**config.mk**
```make
export PLATFORM = sky130hd
export DESIGN_NAME = trigger_lut_nibble_unpacker
export DESIGN_NICKNAME = d
export VERILOG_FILES = /design/src/hdl/tlnu_pkg.sv /design/src/hdl/tlnu_lane.sv /design/src/hdl/tlnu_collect.sv /design/src/hdl/tlnu_merge.sv /design/src/hdl/trigger_lut_nibble_unpacker.sv
export SDC_FILE = /design/constraint.sdc
export NUM_CORES = 1
export LEC_CHECK = 0
export ABC_AREA = 1
export BUFFER_PORTS_ARGS = -buffer_cell sky130_fd_sc_hd__buf_4
export CORE_MARGIN = 2
export CORE_UTILIZATION = 46
export DETAILED_ROUTE_END_ITERATION = 8
export PLACE_DENSITY = 0.71
export SYNTH_ARGS = -nofsm -noshare
export SYNTH_HDL_FRONTEND = slang
export SYNTH_HIERARCHICAL = 1
export SYNTH_SLANG_ARGS = --single-unit
```
**constraint.sdc**
```tcl
create_clock -name clk -period 9.2 [get_ports clk]
set_input_delay 0.46 -clock clk [delete_from_list [all_inputs] [get_ports clk]]
set_output_delay 0.46 -clock clk [all_outputs]
set_load 0.01 [all_outputs]
```
**src/hdl/tlnu_pkg.sv**
```systemverilog
// Shared types and constants for the trigger table nibble unpacker.
package tlnu_pkg;

  localparam int unsigned NumStrips  = 16;
  localparam int unsigned RespW      = 4;
  localparam int unsigned BytePairs  = NumStrips / 2;
  localparam int unsigned StoreDepth = BytePairs - 1;
  localparam int unsigned PairIdxW   = $clog2(BytePairs);

  localparam logic [1:0] RespMinus = 2'd1;
  localparam logic [1:0] RespPlus  = 2'd2;
  localparam logic [1:0] RespUndef = 2'd3;

  localparam logic [4:0] DevInf = 5'd15;

  localparam logic [0:0] AddrBoardId = 1'b0;

  typedef logic [RespW-1:0] resp_t;

  typedef struct packed {
    logic low_minus;
    logic low_undef;
    logic low_plus;
    logic high_minus;
    logic high_undef;
    logic high_plus;
  } lane_flags_t;

  typedef struct packed {
    logic       emit;
    logic [7:0] board;
    logic [4:0] strip_x;
    logic [4:0] deviation;
  } close_t;

endpackage

```
**src/hdl/tlnu_lane.sv**
```systemverilog
// One strip lane: classifies a 4-bit response into its low and high pt flags.
module tlnu_lane (
  input  tlnu_pkg::resp_t       resp,
  output tlnu_pkg::lane_flags_t flags
);

  logic [1:0] lpt;
  logic [1:0] hpt;

  assign lpt = resp[1:0];
  assign hpt = resp[3:2];

  assign flags.low_minus  = (lpt == tlnu_pkg::RespMinus);
  assign flags.low_undef  = (lpt == tlnu_pkg::RespUndef);
  assign flags.low_plus   = (lpt == tlnu_pkg::RespPlus);
  assign flags.high_minus = (hpt == tlnu_pkg::RespMinus);
  assign flags.high_undef = (hpt == tlnu_pkg::RespUndef);
  assign flags.high_plus  = (hpt == tlnu_pkg::RespPlus);

endmodule

```
**src/hdl/tlnu_collect.sv**
```systemverilog
// Address counter, strip response store and group close decision.
module tlnu_collect (
  input  logic                                      clk,
  input  logic                                      rst_n,
  input  logic                                      accept,
  input  logic [7:0]                                lut_byte,
  input  logic [7:0]                                board_id,
  output logic                                      last_pair,
  output tlnu_pkg::close_t                          close_info,
  output tlnu_pkg::resp_t [tlnu_pkg::NumStrips-1:0] resps
);

  logic [13:0]                   byte_addr_r;
  logic [13:0]                   byte_addr_nxt;
  logic [tlnu_pkg::PairIdxW-1:0] pair_r;
  logic [tlnu_pkg::PairIdxW-1:0] pair_nxt;
  logic [7:0]                    store_r [tlnu_pkg::StoreDepth];

  logic [3:0] mag;
  logic       sgn;
  logic       no_y;
  logic [4:0] xpos;
  logic       skip;
  logic [4:0] dev;
  logic       closing;
  logic       copy_board;

  assign mag  = byte_addr_r[7:4];
  assign sgn  = byte_addr_r[8];
  assign no_y = byte_addr_r[3];
  assign xpos = byte_addr_r[13:9];
  assign skip = (mag == 4'd0) && sgn;

  always_comb begin
    if (mag == 4'd0) begin
      dev = tlnu_pkg::DevInf;
    end else if (sgn) begin
      dev = tlnu_pkg::DevInf + {1'b0, mag};
    end else begin
      dev = tlnu_pkg::DevInf - {1'b0, mag};
    end
  end

  assign last_pair  = (pair_r == tlnu_pkg::PairIdxW'(tlnu_pkg::BytePairs - 1));
  assign closing    = accept && !skip && last_pair;
  assign copy_board = (board_id == 8'd0) && (xpos == 5'd0) && (dev == 5'd0);

  assign close_info.emit      = closing && !no_y && !copy_board;
  assign close_info.board     = board_id;
  assign close_info.strip_x   = xpos;
  assign close_info.deviation = dev;

  always_comb begin
    for (int k = 0; k < tlnu_pkg::StoreDepth; k++) begin
      resps[2*k]   = store_r[k][7:4];
      resps[2*k+1] = store_r[k][3:0];
    end
    resps[tlnu_pkg::NumStrips-2] = lut_byte[7:4];
    resps[tlnu_pkg::NumStrips-1] = lut_byte[3:0];
  end

  always_comb begin
    byte_addr_nxt = byte_addr_r;
    pair_nxt      = pair_r;
    if (accept) begin
      byte_addr_nxt = byte_addr_r + 14'd1;
      if (!skip) begin
        pair_nxt = pair_r + tlnu_pkg::PairIdxW'(1);
      end
    end
  end

  always_ff @(posedge clk) begin
    if (!rst_n) begin
      byte_addr_r <= '0;
      pair_r      <= '0;
    end else begin
      byte_addr_r <= byte_addr_nxt;
      pair_r      <= pair_nxt;
    end
  end

  // group slots; the closing pair comes straight from the input
  always_ff @(posedge clk) begin
    if (accept && !skip && !last_pair) begin
      store_r[pair_r] <= lut_byte;
    end
  end

endmodule

```
**src/hdl/tlnu_merge.sv**
```systemverilog
// Merges the lane flags into the six masks and holds the result request.
module tlnu_merge (
  input  logic                                            clk,
  input  logic                                            rst_n,
  input  tlnu_pkg::close_t                                close_info,
  input  tlnu_pkg::lane_flags_t [tlnu_pkg::NumStrips-1:0] flags,
  input  logic                                            out_stall,
  output logic                                            out_valid,
  output logic [7:0]                                      out_board,
  output logic [4:0]                                      out_strip_x,
  output logic [4:0]                                      out_deviation,
  output logic [tlnu_pkg::NumStrips-1:0]                  out_low_minus_mask,
  output logic [tlnu_pkg::NumStrips-1:0]                  out_low_undef_mask,
  output logic [tlnu_pkg::NumStrips-1:0]                  out_low_plus_mask,
  output logic [tlnu_pkg::NumStrips-1:0]                  out_high_minus_mask,
  output logic [tlnu_pkg::NumStrips-1:0]                  out_high_undef_mask,
  output logic [tlnu_pkg::NumStrips-1:0]                  out_high_plus_mask
);

  logic valid_r;
  logic valid_nxt;

  logic [7:0]                   board_r;
  logic [4:0]                   strip_x_r;
  logic [4:0]                   dev_r;
  logic [tlnu_pkg::NumStrips-1:0] lm_r, lu_r, lp_r, hm_r, hu_r, hp_r;
  logic [tlnu_pkg::NumStrips-1:0] lm, lu, lp, hm, hu, hp;

  always_comb begin
    for (int n = 0; n < tlnu_pkg::NumStrips; n++) begin
      lm[n] = flags[n].low_minus;
      lu[n] = flags[n].low_undef;
      lp[n] = flags[n].low_plus;
      hm[n] = flags[n].high_minus;
      hu[n] = flags[n].high_undef;
      hp[n] = flags[n].high_plus;
    end
  end

  always_comb begin
    valid_nxt = valid_r;
    if (close_info.emit) begin
      valid_nxt = 1'b1;
    end else if (valid_r && !out_stall) begin
      valid_nxt = 1'b0;
    end
  end

  always_ff @(posedge clk) begin
    if (!rst_n) begin
      valid_r <= 1'b0;
    end else begin
      valid_r <= valid_nxt;
    end
  end

  always_ff @(posedge clk) begin
    if (close_info.emit) begin
      board_r   <= close_info.board;
      strip_x_r <= close_info.strip_x;
      dev_r     <= close_info.deviation;
      lm_r      <= lm;
      lu_r      <= lu;
      lp_r      <= lp;
      hm_r      <= hm;
      hu_r      <= hu;
      hp_r      <= hp;
    end
  end

  assign out_valid           = valid_r;
  assign out_board           = board_r;
  assign out_strip_x         = strip_x_r;
  assign out_deviation       = dev_r;
  assign out_low_minus_mask  = lm_r;
  assign out_low_undef_mask  = lu_r;
  assign out_low_plus_mask   = lp_r;
  assign out_high_minus_mask = hm_r;
  assign out_high_undef_mask = hu_r;
  assign out_high_plus_mask  = hp_r;

endmodule

```
**src/hdl/trigger_lut_nibble_unpacker.sv**
```systemverilog
// Top level of the trigger look-up table nibble unpacker.
//
// Input: one table byte per request on in_lut_byte (in_valid / in_stall),
// high nibble the even address, low nibble the odd one. Output: one request
// per finished strip group with a y trigger, copy board groups apart,
// carrying board, x position, offline deviation and six 16-bit pt masks
// (out_valid / out_stall). One byte per cycle unless stalled. Sixteen
// lanes classify the strip responses of a group in parallel and the merge
// stage registers the masks, so a result appears in the cycle after the
// eighth byte of its group. Configuration: board_id over the APB port at
// address 0, to be written only while the stream is idle (not enforced).
// Reset clears the address counter, the group fill and the output request.
// A pending result waits in the output register; the input stalls only
// while that result is held and the next byte could close another group.

module trigger_lut_nibble_unpacker (
  input  logic        clk,
  input  logic        rst_n,
  input  logic        psel,
  input  logic        penable,
  input  logic        pwrite,
  input  logic [0:0]  paddr,
  input  logic [31:0] pwdata,
  output logic [31:0] prdata,
  output logic        pready,
  input  logic        in_valid,
  output logic        in_stall,
  input  logic [7:0]  in_lut_byte,
  output logic        out_valid,
  input  logic        out_stall,
  output logic [7:0]  out_board,
  output logic [4:0]  out_strip_x,
  output logic [4:0]  out_deviation,
  output logic [15:0] out_low_minus_mask,
  output logic [15:0] out_low_undef_mask,
  output logic [15:0] out_low_plus_mask,
  output logic [15:0] out_high_minus_mask,
  output logic [15:0] out_high_undef_mask,
  output logic [15:0] out_high_plus_mask
);

  logic [7:0] board_id_r;
  logic       in_accept;
  logic       last_pair;

  tlnu_pkg::close_t                                close_info;
  tlnu_pkg::resp_t       [tlnu_pkg::NumStrips-1:0] resps;
  tlnu_pkg::lane_flags_t [tlnu_pkg::NumStrips-1:0] flags;

  assign pready = 1'b1;
  assign prdata = (paddr == tlnu_pkg::AddrBoardId) ? {24'd0, board_id_r} : 32'd0;

  always_ff @(posedge clk) begin
    if (!rst_n) begin
      board_id_r <= '0;
    end else if (psel && penable && pwrite && (paddr == tlnu_pkg::AddrBoardId)) begin
      board_id_r <= pwdata[7:0];
    end
  end

  assign in_stall  = out_valid && out_stall && last_pair;
  assign in_accept = in_valid && !in_stall;

  tlnu_collect u_collect (
    .clk        (clk),
    .rst_n      (rst_n),
    .accept     (in_accept),
    .lut_byte   (in_lut_byte),
    .board_id   (board_id_r),
    .last_pair  (last_pair),
    .close_info (close_info),
    .resps      (resps)
  );

  for (genvar g = 0; g < tlnu_pkg::NumStrips; g++) begin : g_lane
    tlnu_lane u_lane (
      .resp  (resps[g]),
      .flags (flags[g])
    );
  end

  tlnu_merge u_merge (
    .clk                 (clk),
    .rst_n               (rst_n),
    .close_info          (close_info),
    .flags               (flags),
    .out_stall           (out_stall),
    .out_valid           (out_valid),
    .out_board           (out_board),
    .out_strip_x         (out_strip_x),
    .out_deviation       (out_deviation),
    .out_low_minus_mask  (out_low_minus_mask),
    .out_low_undef_mask  (out_low_undef_mask),
    .out_low_plus_mask   (out_low_plus_mask),
    .out_high_minus_mask (out_high_minus_mask),
    .out_high_undef_mask (out_high_undef_mask),
    .out_high_plus_mask  (out_high_plus_mask)
  );

endmodule

```
After elaboration in Yosys (flattened, before gate mapping)

Memories as Yosys holds them, arrays and structs flattened.
Index checks and enable logic that the tools add are counted.

Flip-flop bits (word level): 140
Bits in writable memories: 56
Input bits: 48
Output and inout bits: 149
Word-level logic and storage cells: 151
Memories: 1

Add/subtract/negate cells: 4
Eq/ne operators: 97
Multiplexer cells: 7
Bitwise operators: 2
Reductions and logical operators: 27

Memories:

| name              | words | bits a word | rd ports | clocked after Yosys merged registers in | write ports | RTL line           | text |
|---|---|---|---|---|---|---|---|
| u_collect.store_r | 7     | 8           | 7        | 0                                       | 1           | tlnu_collect.sv:17 | `logic [7:0] store_r [tlnu_pkg::StoreDepth];` |

Operators by type and width:

| cell                    | count |
|---|---|
| $eq A2 B2 Y1 const B    | 64 |
| $eq A2 B1 Y1 const B    | 32 |
| $logic_and A1 B1 Y1     | 15 |
| $add A14 B1 Y14 const B | 1 |
| $logic_not A5 Y1        | 2 |
| $mux W5                 | 2 |
| $logic_not A8 Y1        | 1 |
| $mux W8                 | 1 |
| $logic_not A1 Y1        | 6 |
| $add A4 B4 Y5 const A   | 1 |
| $sub A4 B4 Y5 const A   | 1 |
| $logic_not A4 Y1        | 1 |
| $mux W1                 | 4 |
| $add A3 B1 Y3 const B   | 1 |
| $eq A3 B3 Y1 const B    | 1 |
| $not A1 Y1              | 2 |
| $reduce_and A2 Y1       | 1 |
| $reduce_bool A2 Y1      | 1 |

Depth between registers and ports, before layout

Gate-level depths: netlist of run 1.

Depth after elaboration: 9
Depth in mapped cells: 13
Depth with buffers taken out: 12

Cells and area by module

The synthesis of run 1 kept the hierarchy.

Modules (own cells, without submodules):

| module                      | instances | cells each | area an instance (µm²) | sequential area each (µm²) |
|---|---|---|---|---|
| tlnu_merge                  | 1         | 119        | 3,463.3                | 3,443.3 |
| tlnu_collect                | 1         | 248        | 2,912.8                | 2,021.9 |
| tlnu_lane                   | 16        | 12         | 45.0                   | 0.0 |
| trigger_lut_nibble_unpacker | 1         | 104        | 685.7                  | 160.2 |

Worst setup path before layout of run 1

Ideal clock, no wire load.

Path type: register to register
Start point: reg u_collect/pair_r[0] (netlist bit)
End point: reg u_merge.valid_r (netlist: u_merge/out_valid)
Library setup time: 0.080 ns
Data arrival time: 6.670 ns
Required time: 9.120 ns
Setup slack: 2.450 ns
Cell stages (with the launch flop): 13
Path buffers: 1
Period minus slack after synthesis: 6.750 ns
Path through: dfxtp_1 -> ha_1 -> ha_1 -> nand3_1 -> nand2_1 -> inv_1 -> buf_4 -> nand2_2 -> inv_2 -> nand3_1 -> nor2_1 -> inv_1 -> a21oi_2

RTL lines:

| item                     | RTL line           | text |
|---|---|---|
| start: declaration       | tlnu_collect.sv:15 | `logic [tlnu_pkg::PairIdxW-1:0] pair_r;` |
| start signal: assignment | tlnu_collect.sv:79 | `pair_r <= pair_nxt;` |
| end signal: assignment   | tlnu_merge.sv:53   | `valid_r <= valid_nxt;` |
| end: declaration         | tlnu_merge.sv:20   | `logic valid_r;` |

==> results of run 1 <==
-- power by group --
| group | internal (mW) | total (mW) | switching (mW) |
|---|---|---|---|
| Sequential | 0.973 | 0.981 | 0.00821 |
| Clock | 0.387 | 0.725 | 0.338 |
| Combinational | 0.0196 | 0.0577 | 0.0381 |
-- path summary, 6_finish.rpt --
path                                               to  slack (ns)
max          u_merge/out_high_undef_mask[3]$_DFFE_PP_        5.41
min                 u_collect/store_r[4][5]$_DFFE_PP_        0.30
max reg2reg  u_merge/out_high_undef_mask[3]$_DFFE_PP_        5.41
min reg2reg            u_merge/out_valid$_SDFFE_PN0P_        0.48
-- through the flow --
step / utilization (%) / hold WS [ns] / setup WS (ns) / area, um^2 / instances
after floorplan: - / 0.443 / 2.45 / 7870 / 686
after global placement: 53.6 / 0.455 / 5.38 / 8900 / 1003
after detailed placement: 53.6 / 0.472 / 5.37 / 8900 / 1003
after CTS: 57.2 / 0.287 / 5.34 / 9490 / 1035
after global routing: 57.2 / 0.289 / 5.01 / 9490 / 1035
final: 57.2 / 0.305 / 5.41 / 9490 / 1035
-- worst register-to-register path, stage by stage, from the launching register on --
cell,delay (ns)
dfxtp_1,0.35
ha_1,0.21
ha_1,0.26
nand3_1,0.15
nand2_1,0.06
inv_1,0.22
nand2_2,0.14
inv_2,0.12
nand3_1,0.12
nor2_4,0.87
buf_4,0.90
-- synth_stat cells, types with 3 or more instances --
| library cell | n |
|---|---|
| nand2_2 | 5 |
| nand3_1 | 23 |
| edfxtp_1 | 170 |
| inv_1 | 138 |
| a21oi_1 | 14 |
| nand2_1 | 80 |
| nor2_4 | 4 |
| buf_4 | 47 |
| o21ai_0 | 10 |
| nor3_1 | 5 |
| nor2_2 | 9 |
| nor2_1 | 111 |
| inv_2 | 3 |
| ha_1 | 5 |
| dfxtp_1 | 26 |
-- routing by layer --
metal	track usage (%)	vias up	part of all wire [%]
li1	-	2307	-
met1	18.3	2071	43
met2	25.3	126	50
met3	4.04	14	5.3
met4	5.91	0	1.7
met5	0	-	0
-- area by class of cell --
class / instances / area, um^2 / share of cell area (%)
Timing Repair Buffer: 148 / 1110 / 11.7
Clock buffer: 17 / 425 / 4.48
Inverter: 142 / 534 / 5.63
Clock inverter: 15 / 168 / 1.77
Sequential cell: 196 / 5630 / 59.3
Multi-Input combinational cell: 297 / 1350 / 14.2
Tap cell: 220 / 275 / 2.90
-- placed cells by master, fill, tap and decap left out, drive strengths merged --
master	instances
nor3	5
clkinv	6
clkbuf	17
clkinvlp	2
o21ai	10
conb	25
edfxtp	170
ha	5
dfxtp	26
nand2	86
nand4	1
nand3	25
a21oi	15
nor2	125
inv	148
bufinv	1
buf	148
-- cells by family (layout without fill, tap and decap cells) --
group,Yosys count,after routing,share of synthesized area (%)
and+or+nand+nor,242,242,13.5
DFF,196,196,72.3
buffers and inverters,193,322,11.7
AOI/OAI and AO/OA,25,25,1.66
adders and majority gates,5,5,0.804
other,2,25,0.0965
-- state kept, by name (all words and copies together) (netlist names) --
name and flops:
board_id_r 8, u_collect/byte_addr_r 14, u_collect/pair_r 3, u_collect/store_r 56
u_merge/out_board 8, u_merge/out_deviation 5, u_merge/out_high_minus_mask 16, u_merge/out_high_plus_mask 16
u_merge/out_high_undef_mask 16, u_merge/out_low_minus_mask 16, u_merge/out_low_plus_mask 16, u_merge/out_low_undef_mask 16
u_merge/out_strip_x 5, u_merge/out_valid 1
==> metrics.md, run 1 <==
| Metric | Value |
|---|---|
| Layout cells sized above 1 | 25.8% |
| Required @ worst endpoint | 9.25 ns |
| Post-route clock period utilization | 41.2% |
| DRC errors left | 0 |
| Slew Viols, Final | 0 |
| Async SR Flop Fraction | 0% |
| CP Launch Type | register |
| Power Dens Cells | 186 mW/mm^2 |
| Starting DRC count in detailed routing | 228 |
| Starting Density | 46.9% |
| Fin nets | 855 |
| Final setup vio count | 0 |
| Vias per inst | 4.37 |
| Chip width | 134 um |
| Slowest cell on crit path | buf_4 |
| Largest net degree at the start of global routing | 80 |
| Fmax | 264 MHz |
| Top cells by area, synth | edfxtp_1, dfxtp_1, inv_1 |
| Worst-Margin Slew | 1.10 ns |
| P_leak | 4.12 nW |
| Final min period | 3.79 ns |
| Vias post-DR | 4518 |
| Min-delay src | in_lut_byte[5] |
| Die Y | 134 um |
| Critical path buffers and inverters | 3 |
| MaxCap Viol Count | 0 |
| Final hold vios | 0 |
| Register area share after synthesis | 72.3% |
| HP Class | in -> reg |
| I/O Buffers | 147 |
| TritonCTS clock tree | done |
| R2r startpoint | u_collect/pair_r[0]$_SDFFE_PN0P_ |
| Number of warnings issued by yosys | 6 |
| Max VDD drop | 0.129 mV |
| Synthesized area | 0.00778 mm^2 |
| RSZ-0062 raised after global routing | no |
| FP Rows | 47 |
| Clock Path Buffers | 2 |
| Clock buffer count from CTS | 17 |
| Initial antenna violation count | 0 |
| Drt first pass iters | 4 |
| Slew headroom | 26.8% |
| Die area | 0.0180 mm^2 |
| Post-CTS Setup Repair Bufs | 0 |
| Root buffer cell | clkbuf_16 |
| Total Power | 1.76 mW |
| Distinct cells, synth | 26 |
| Worst path top cell family by delay | simple AND/OR/NAND/NOR gates |
| Total detailed-routing wirelength | 13100 um |
| Register bit total from synthesis | 196 |
| Worst Path Arrival | 3.84 ns |
| Total GRT Usage | 14.9% |
| Clock Skews | 0.0122 ns |
| Synthesized instance count | 663 |
| Crit path depth | 10 |
| R2R cell count | 10 |
| Average routed wire per standard cell | 12.7 um |
| Main synth FF type | edfxtp_1 |
| Layout filler cell count | 1377 |
| Largest fanout on the critical path | 79 |
| Area of the core | 0.0166 mm^2 |
| Run status | complete, no violations |
| CTS clock-pin slew for the worst setup and hold paths | 0.07 ns |
| # IOs | 197 |
| Largest stage delay, worst path | 0.89 ns |
| Total gr overflow | 0 |
| Crit Path Category | reg -> reg |
| Area share of the largest cell type after synthesis | 65.6% |
| DRT antenna net count | 0 |
| Htree depth | 4 |
| Sink Count | 196 |
| # hold bufs at CTS | 0 |
| Skew-Pair Late Insertion Delay | 0.43 ns |
| Vias in the first global route | 4018 |
| Post-synth top area cell | edfxtp_1 |
| Setup crit start | u_collect/pair_r[0]$_SDFFE_PN0P_ |
| Crit end category | register |
| Hold depth | 1 |
| Post_cts resized | 0 |
| DP HPWL | 8870 um |
| First-pass GRT wire length | 20200 um |
| Area grow syn2layout | 21.9% |
| EDFF count, synth | 170 |
| Crit-path cells | ha_1 -> ha_1 -> nand3_1 -> nand2_1 -> inv_1 -> nand2_2 -> inv_2 -> nand3_1 -> nor2_4 -> buf_4 |
| GPL Wtd Cong | 0.741 |
| Avg Cell Area, Syn | 11.7 um^2 |
| Antenna diodes | 0 |
| Final TNS setup | 0 ns |
Note: power is estimated with default switching activity, not from simulation.
==> run 2, diff against run 1 <==
PLACE_DENSITY = 0.73   (was 0.71)
clock period = 3.1 ns   (was 9.2 ns; I/O delays follow)
==> run 2 against run 1 <==
Maximum frequency grew 60%. Design area grew 1.2%. Sequential share of layout area shrank 0.64 points. Flip-flop and latch count is the same. Critical endpoint is now u_collect/store_r[2][2]$_DFFE_PP_. Global-route usage is essentially flat. Combinational power grew to 3.2 times the previous value. Sequential power grew to 3.0 times the previous value. Total power grew to 2.9 times the previous value. Hold slack lost 0.26 ns. Clock-buffer cell count is the same. Die area is the same.
==> metrics.md, run 2 (same netlist as run 1, synthesis figures left out) <==
| Metric | Value |
|---|---|
| Max VDD drop | 0.358 mV (was 0.129 mV) |
| Design Area, Final | 0.00960 mm^2 (was 0.00949 mm^2) |
| P_leak | 4.15 nW (was 4.12 nW) |
| MaxCap Viol Count | 0 (unchanged) |
| Root buffer cell | clkbuf_16 (unchanged) |
| Fmax | 423 MHz (was 264 MHz) |
| RSZ-0062 raised after global routing | no (unchanged) |
| Starting Density | 46.9% (unchanged) |
| Post-route insts no fill | 1043 (was 1035) |
| Initial antenna violation count | 0 (unchanged) |
| Final worst slack | 0.735 ns (was 5.41 ns) |
| Slew Viols, Final | 0 (unchanged) |
| Worst-Margin Slew | 0.782 ns (was 1.10 ns) |
| Final setup vio count | 0 (unchanged) |
| Die area | 0.0180 mm^2 (unchanged) |
| Placed inst area | 0.00898 mm^2 (was 0.00890 mm^2) |
| Skew-Pair Late Insertion Delay | 0.42 ns (was 0.43 ns) |
| Pre-CTS setup slack | 0.737 ns (was 5.37 ns) |
| Clock Skews | 0.00700 ns (was 0.0122 ns) |
| CP Launch Type | register (unchanged) |
| I/O Buffers | 147 (unchanged) |
| HP Class | in -> reg (unchanged) |
| Sink Count | 196 (unchanged) |
| Required @ worst endpoint | 3.15 ns (was 9.25 ns) |
| Layout cells sized above 1 | 26.1% (was 25.8%) |
| Drt first pass iters | 4 (unchanged) |
| Worst Path Arrival | 2.41 ns (was 3.84 ns) |
| Crit end category | register (unchanged) |
| Chip width | 134 um (unchanged) |
| DP HPWL | 9270 um (was 8870 um) |
| Top reg by flops | u_collect/store_r (unchanged) |
| Crit-path cells | ha_4 -> ha_4 -> nand3_2 -> nand2_1 -> inv_1 -> nand2_4 -> inv_4 -> nand3_1 -> nor2_1 (was ha_1 -> ha_1 -> nand3_1 -> nand2_1 -> inv_1 -> nand2_2 -> inv_2 -> nand3_1 -> nor2_4 -> buf_4) |
| Post_cts resized | 0 (unchanged) |
| Footprint of the multi-input gates | 0.00138 mm^2 (was 0.00135 mm^2) |
| Fin util | 57.9% (was 57.2%) |
| Largest fanout on the critical path | 9 (was 79) |
| Vias post-DR | 4542 (was 4518) |
| Average routed wire per standard cell | 12.6 um (was 12.7 um) |
| Area of the core | 0.0166 mm^2 (unchanged) |
| # IOs | 197 (unchanged) |
| CTS clock-pin slew for the worst setup and hold paths | 0.07 ns (about the same) |
| Clock buffer count from CTS | 17 (unchanged) |
| TritonCTS clock tree | done (unchanged) |
| Total detailed-routing wirelength | 13100 um (about the same) |
| First-pass GRT wire length | 20300 um (was 20200 um) |
| Antenna diodes | 0 (unchanged) |
| Largest net degree at the start of global routing | 79 (was 80) |
| Htree depth | 4 (unchanged) |
| Final TNS setup | 0 ns (unchanged) |
| Total GRT Usage | 14.9% (about the same) |
| Area grow syn2layout | 23.4% (was 21.9%) |
| DRT antenna net count | 0 (unchanged) |
| Fin nets | 864 (was 855) |
| Layout filler cell count | 1334 (was 1377) |
| Crit Path Category | reg -> reg (unchanged) |
| Slew headroom | 47.7% (was 26.8%) |
| Die Y | 134 um (unchanged) |
| Run status | complete, no violations (unchanged) |
| Post-route clock period utilization | 76.3% (was 41.2%) |
| Starting DRC count in detailed routing | 213 (was 228) |
| FP Rows | 47 (unchanged) |
| Power Dens Cells | 540 mW/mm^2 (was 186 mW/mm^2) |
| Largest stage delay, worst path | 0.61 ns (was 0.89 ns) |
| Total gr overflow | 0 (unchanged) |
| Total Power | 5.19 mW (was 1.76 mW) |
| Commonest cells after routing, fill and taps aside | edfxtp_1, buf_4, inv_1, nor2_1, nand2_1 (unchanged) |
| Final min period | 2.36 ns (was 3.79 ns) |
| Worst hold margin | 0.0441 ns (was 0.305 ns) |
| Reg area | 0.00563 mm^2 (about the same) |
| Placed cells | 1007 (was 1003) |
| Slowest cell on crit path | nor2_1 (was buf_4) |
| Commonest non-fill, non-tap cell in the layout | edfxtp_1 (unchanged) |
| Vias per inst | 4.35 (was 4.37) |
| GPL Wtd Cong | 0.743 (was 0.741) |
| Clock Path Buffers | 2 (unchanged) |
| DRC errors left | 0 (unchanged) |
| Max reg flops | 56 (unchanged) |
| Cell with the most instances on the worst path | ha_4 |
| Vias in the first global route | 4088 (was 4018) |
| Final hold vios | 0 (unchanged) |
run 2: area by class of cell:
class                           instances  area share (%)
Multi-Input combinational cell        297            14.4
Sequential cell                       196            58.6
Inverter                              142            5.59
Tap cell                              220            2.87
Timing Repair Buffer                  157            12.5
Clock inverter                         14            1.55
Clock buffer                           17            4.43
run 2: power breakdown:
part / internal, mW / switching [mW] / total, mW / leakage (nW)
sequential: 2.89 / 0.0260 / 2.91 / 1.74
combinational: 0.0670 / 0.116 / 0.183 / 2.13
clock: 1.13 / 0.959 / 2.09 / 0.275
run 2: path summary, 6_finish.rpt:
| kind | cells after the start | to | slack, ns | startpoint |
|---|---|---|---|---|
| setup / recovery | 9 | u_collect/store_r[2][2]$_DFFE_PP_ | 0.74 | u_collect/pair_r[0]$_SDFFE_PN0P_ |
| hold / removal | 5 | board_id_r[1]$_SDFFE_PN0P_ | 0.04 | pwdata[1] |
| setup reg to reg | 9 | u_collect/store_r[2][2]$_DFFE_PP_ | 0.74 | u_collect/pair_r[0]$_SDFFE_PN0P_ |
| hold reg to reg | 1 | u_collect/byte_addr_r[3]$_SDFFE_PN0P_ | 0.48 | u_collect/byte_addr_r[3]$_SDFFE_PN0P_ |
run 2: repair_timing:
| item | in CTS | in global routing |
|---|---|---|
| endpoints found under the hold margin | 15 | 1 |
| hold buffers | 4 | 1 |
| endpoints found under the setup margin | 0 | 0 |
| setup buffers | 0 | 0 |
run 2: per-layer routing:
metal  wire length, um  GRT usage [%]  vias up
met5                 0              0        -
met2              6530           25.2      117
li1                  -              -     2324
met1              5710           18.6     2088
met3               721           4.01       13
met4               149           5.50        0
run 2: critical path, delay by kind of cell, from the launching register on:
kind / cells / cell delay [ns]
and+or+nand+nor: 5 / 0.94
DFF: 1 / 0.37
buffers and inverters: 2 / 0.35
adders and majority gates: 2 / 0.34
==> run 3, diff against run 2 <==
ABC_AREA = 0   (was 1)
PLACE_DENSITY = 0.74   (was 0.73)
clock period = 2 ns   (was 3.1 ns; I/O delays follow)
==> run 3 against run 2 <==
Clock power rose by 50%. Clock-buffer cell count rose by 2. Hold slack improved by 0.0010 ns. Sequential power rose by 54%. The flow now finishes with violations (negative setup slack). Critical endpoint is now u_collect/store_r[6][4]$_DFFE_PP_. Maximum frequency rose by 13%. Flip-flop and latch count did not move.
==> metrics.md, run 3 <==
| Metric | Value |
|---|---|
| HP Class | in -> reg (unchanged) |
| Vias post-DR | 4375 (was 4542) |
| Vias per inst | 4.77 (was 4.35) |
| DP HPWL | 9910 um (was 9270 um) |
| Failing checks | negative setup slack |
| Die area | 0.0178 mm^2 (was 0.0180 mm^2) |
| Number of warnings issued by yosys | 6 (unchanged) |
| Register bit total from synthesis | 196 (unchanged) |
| Die Y | 133 um (was 134 um) |
| GPL Wtd Cong | 0.778 (was 0.743) |
| Worst Path Arrival | 2.20 ns (was 2.41 ns) |
| Post-route clock period utilization | 105% (was 76.3%) |
| Slowest cell on crit path | or3_4 (was nor2_1) |
| Required @ worst endpoint | 2.10 ns (was 3.15 ns) |
| Sink Count | 196 (unchanged) |
| Final setup vio count | 162 (was 0) |
| Area of the core | 0.0165 mm^2 (was 0.0166 mm^2) |
| I/O Buffers | 147 (unchanged) |
| Worst reg-to-reg setup slack | -0.10 ns (was 0.74 ns) |
| Final min period | 2.10 ns (was 2.36 ns) |
| R2R cell count | 8 (was 9) |
| Largest net degree at the start of global routing | 21 (was 79) |
| Final TNS setup | -10.68 ns (was 0 ns) |
| Final worst slack | -0.100 ns (was 0.735 ns) |
| Starting Density | 46.7% (was 46.9%) |
| Layout cells sized above 1 | 51.1% (was 26.1%) |
| Starting DRC count in detailed routing | 267 (was 213) |
| Chip width | 133 um (was 134 um) |
| Critical path buffers and inverters | 1 (was 2) |
| Top cells by area, synth | edfxtp_1, and2b_2, dfxtp_1 (was edfxtp_1, dfxtp_1, inv_1) |
| RSZ-0062 raised after global routing | yes (was no) |
| Total GRT Usage | 16.8% (was 14.9%) |
| Post-route insts no fill | 918 (was 1043) |
| Cell with the most instances on the worst path | ha_4 (unchanged) |
| Slew Viols, Final | 0 (unchanged) |
| EDFF count, synth | 170 (unchanged) |
| Reg area | 0.00563 mm^2 (about the same) |
| Avg Cell Area, Syn | 15.8 um^2 (was 11.7 um^2) |
| Post-synth top area cell | edfxtp_1 (unchanged) |
| Synthesized instance count | 487 (was 663) |
| Largest stage delay, worst path | 0.36 ns (was 0.61 ns) |
| # IOs | 197 (unchanged) |
| Clock buffer count from CTS | 17 (unchanged) |
| Total Power | 7.93 mW (was 5.19 mW) |
| Distinct cells, synth | 37 (was 26) |
| Layout filler cell count | 1195 (was 1334) |
| Largest fanout on the critical path | 8 (was 9) |
| Clock Skews | 0.0110 ns (was 0.00700 ns) |
| Most numerous cell in the Yosys netlist | edfxtp_1 (unchanged) |
| Async SR Flop Fraction | 0% (unchanged) |
| P_leak | 4.01 nW (was 4.15 nW) |
| Crit path depth | 8 (was 9) |
| Power Dens Cells | 770 mW/mm^2 (was 540 mW/mm^2) |
| DRC errors left | 0 (unchanged) |
| Skew-Pair Late Insertion Delay | 0.42 ns (about the same) |
| Worst path top cell family by delay | simple AND/OR/NAND/NOR gates (unchanged) |
| Max VDD drop | 0.628 mV (was 0.358 mV) |
| DRT antenna net count | 0 (unchanged) |
| Crit-path cells | ha_4 -> ha_4 -> and3_4 -> nor2b_4 -> o21ai_4 -> or3_4 -> buf_6 -> nor2_4 (was ha_4 -> ha_4 -> nand3_2 -> nand2_1 -> inv_1 -> nand2_4 -> inv_4 -> nand3_1 -> nor2_1) |
| Footprint of the multi-input gates | 0.00194 mm^2 (was 0.00138 mm^2) |
| Average routed wire per standard cell | 16.4 um (was 12.6 um) |
| First-pass GRT wire length | 22600 um (was 20300 um) |
| Top reg by flops | u_collect/store_r (unchanged) |
| Crit Path Category | reg -> reg (unchanged) |
| Run status | finished with violations (was complete, no violations) |
| Area grow syn2layout | 34.0% (was 23.4%) |
| Placed cells | 849 (was 1007) |
| Total gr overflow | 0 (unchanged) |
| Capturing point of the worst reg2reg path | u_collect/store_r[6][4]$_DFFE_PP_ (was u_collect/store_r[2][2]$_DFFE_PP_) |
| Vias in the first global route | 4252 (was 4088) |
| Clock Path Buffers | 2 (unchanged) |
| Initial antenna violation count | 0 (unchanged) |
| Htree depth | 4 (unchanged) |
| Total detailed-routing wirelength | 15100 um (was 13100 um) |
| Worst hold margin | 0.0451 ns (was 0.0441 ns) |
| Max reg flops | 56 (unchanged) |
| Worst hold path endpoint | board_id_r[6]$_SDFFE_PN0P_ (was board_id_r[1]$_SDFFE_PN0P_) |
| Synthesized area | 0.00769 mm^2 (was 0.00778 mm^2) |
| Register area share after synthesis | 73.1% (was 72.3%) |
| FP Rows | 47 (unchanged) |
| Commonest cells after routing, fill and taps aside | edfxtp_1, buf_4, and2b_2, and2_2, nand2_1 (was edfxtp_1, buf_4, inv_1, nor2_1, nand2_1) |
| TritonCTS clock tree | done (unchanged) |
| Min-delay src | rst_n (was pwdata[1]) |
| Crit end category | register (unchanged) |
| Fmax | 476 MHz (was 423 MHz) |
| Final hold vios | 0 (unchanged) |
| Placed inst area | 0.00906 mm^2 (was 0.00898 mm^2) |
| R2r startpoint | u_collect/pair_r[1]$_SDFFE_PN0P_ (was u_collect/pair_r[0]$_SDFFE_PN0P_) |
| Hold depth | 3 (was 5) |
| Fin nets | 738 (was 864) |
| Commonest non-fill, non-tap cell in the layout | edfxtp_1 (unchanged) |
| Synth top cells by count | edfxtp_1, and2b_2, buf_4, and2_2, nand2_1 (was edfxtp_1, inv_1, nor2_1, nand2_1, buf_4) |
| Root buffer cell | clkbuf_16 (unchanged) |
| Main synth FF type | edfxtp_1 (unchanged) |
| Design Area, Final | 0.0103 mm^2 (was 0.00960 mm^2) |
| Antenna diodes | 0 (unchanged) |
| CTS clock-pin slew for the worst setup and hold paths | 0.07 ns (about the same) |
| Fin util | 62.6% (was 57.9%) |
| CP Launch Type | register (unchanged) |
| Drt first pass iters | 4 (unchanged) |
| Pre-CTS setup slack | -0.218 ns (was 0.737 ns) |
| MaxCap Viol Count | 0 (unchanged) |
| Area share of the largest cell type after synthesis | 66.4% (was 65.6%) |
==> run 3: final cells by class <==
cell class | instances | share of cell area [%]
Clock buffer | 19 | 4.20
Clock inverter | 13 | 1.06
Inverter | 6 | 0.219
Multi-Input combinational cell | 254 | 18.8
Sequential cell | 196 | 54.6
Tap cell | 220 | 2.67
Timing Repair Buffer | 210 | 18.4
==> run 3: power breakdown <==
| group | switching (mW) | internal [mW] | total (mW) |
|---|---|---|---|
| Combinational | 0.156 | 0.155 | 0.310 |
| Sequential | 0.0310 | 4.46 | 4.49 |
| Clock | 1.42 | 1.71 | 3.13 |
==> run 3: cell families after synthesis <==
family | share of synthesized area [%]
buffers and inverters | 5.47
muxes | 1.56
adders and majority gates | 0.813
DFF | 73.1
other | 0.0976
xor gates and xnor gates | 1.37
and+or+nand+nor | 16.4
AOI/OAI and AO/OA | 1.11
==> run 3: worst max path at each step <==
stage | from | endpoint | slack [ns]
CTS | u_collect/pair_r[0]$_SDFFE_PN0P_ | u_collect/store_r[4][1]$_DFFE_PP_ | -0.08
finish | u_collect/pair_r[1]$_SDFFE_PN0P_ | u_collect/store_r[6][4]$_DFFE_PP_ | -0.10
floorplan | u_collect/pair_r[1]$_SDFFE_PN0P_ | u_merge/out_board[0]$_DFFE_PP_ | -0.63
detailed placement | u_collect/pair_r[0]$_SDFFE_PN0P_ | u_merge/out_low_plus_mask[15]$_DFFE_PP_ | -0.22
global route | u_collect/pair_r[0]$_SDFFE_PN0P_ | u_merge/out_high_plus_mask[10]$_DFFE_PP_ | -0.18
global placement | u_collect/pair_r[0]$_SDFFE_PN0P_ | u_merge/out_low_undef_mask[15]$_DFFE_PP_ | -0.15
==> run 3: metal layers <==
layer	share of wire (%)	wire length, um	vias up	GRT usage [%]
li1	-	-	2048	-
met1	42	6340	2144	21.3
met2	50	7590	175	28.1
met3	7.3	1110	8	5.78
met4	0.44	67	0	3.55
met5	0	0	-	0
==> run 3: worst reg2reg max path, delay by kind of cell (launching register included) <==
| kind | cells | cell delay (ns) |
|---|---|---|
| compound gates | 1 | 0.08 |
| fa+ha+maj | 2 | 0.31 |
| buf+inv | 1 | 0.15 |
| flops | 1 | 0.34 |
| simple gates | 4 | 0.89 |
==> run 3: what timing repair did <==
item / 4_1_cts / 5_1_grt
setup buffers: 11 / 3
hold buffers: 17 / 0
gates cloned: 6 / 3
endpoints found under the setup margin: 180 / 179
pin swaps: 6 / 11
endpoints found under the hold margin: 65 / 0
resized for setup: 26 / 26
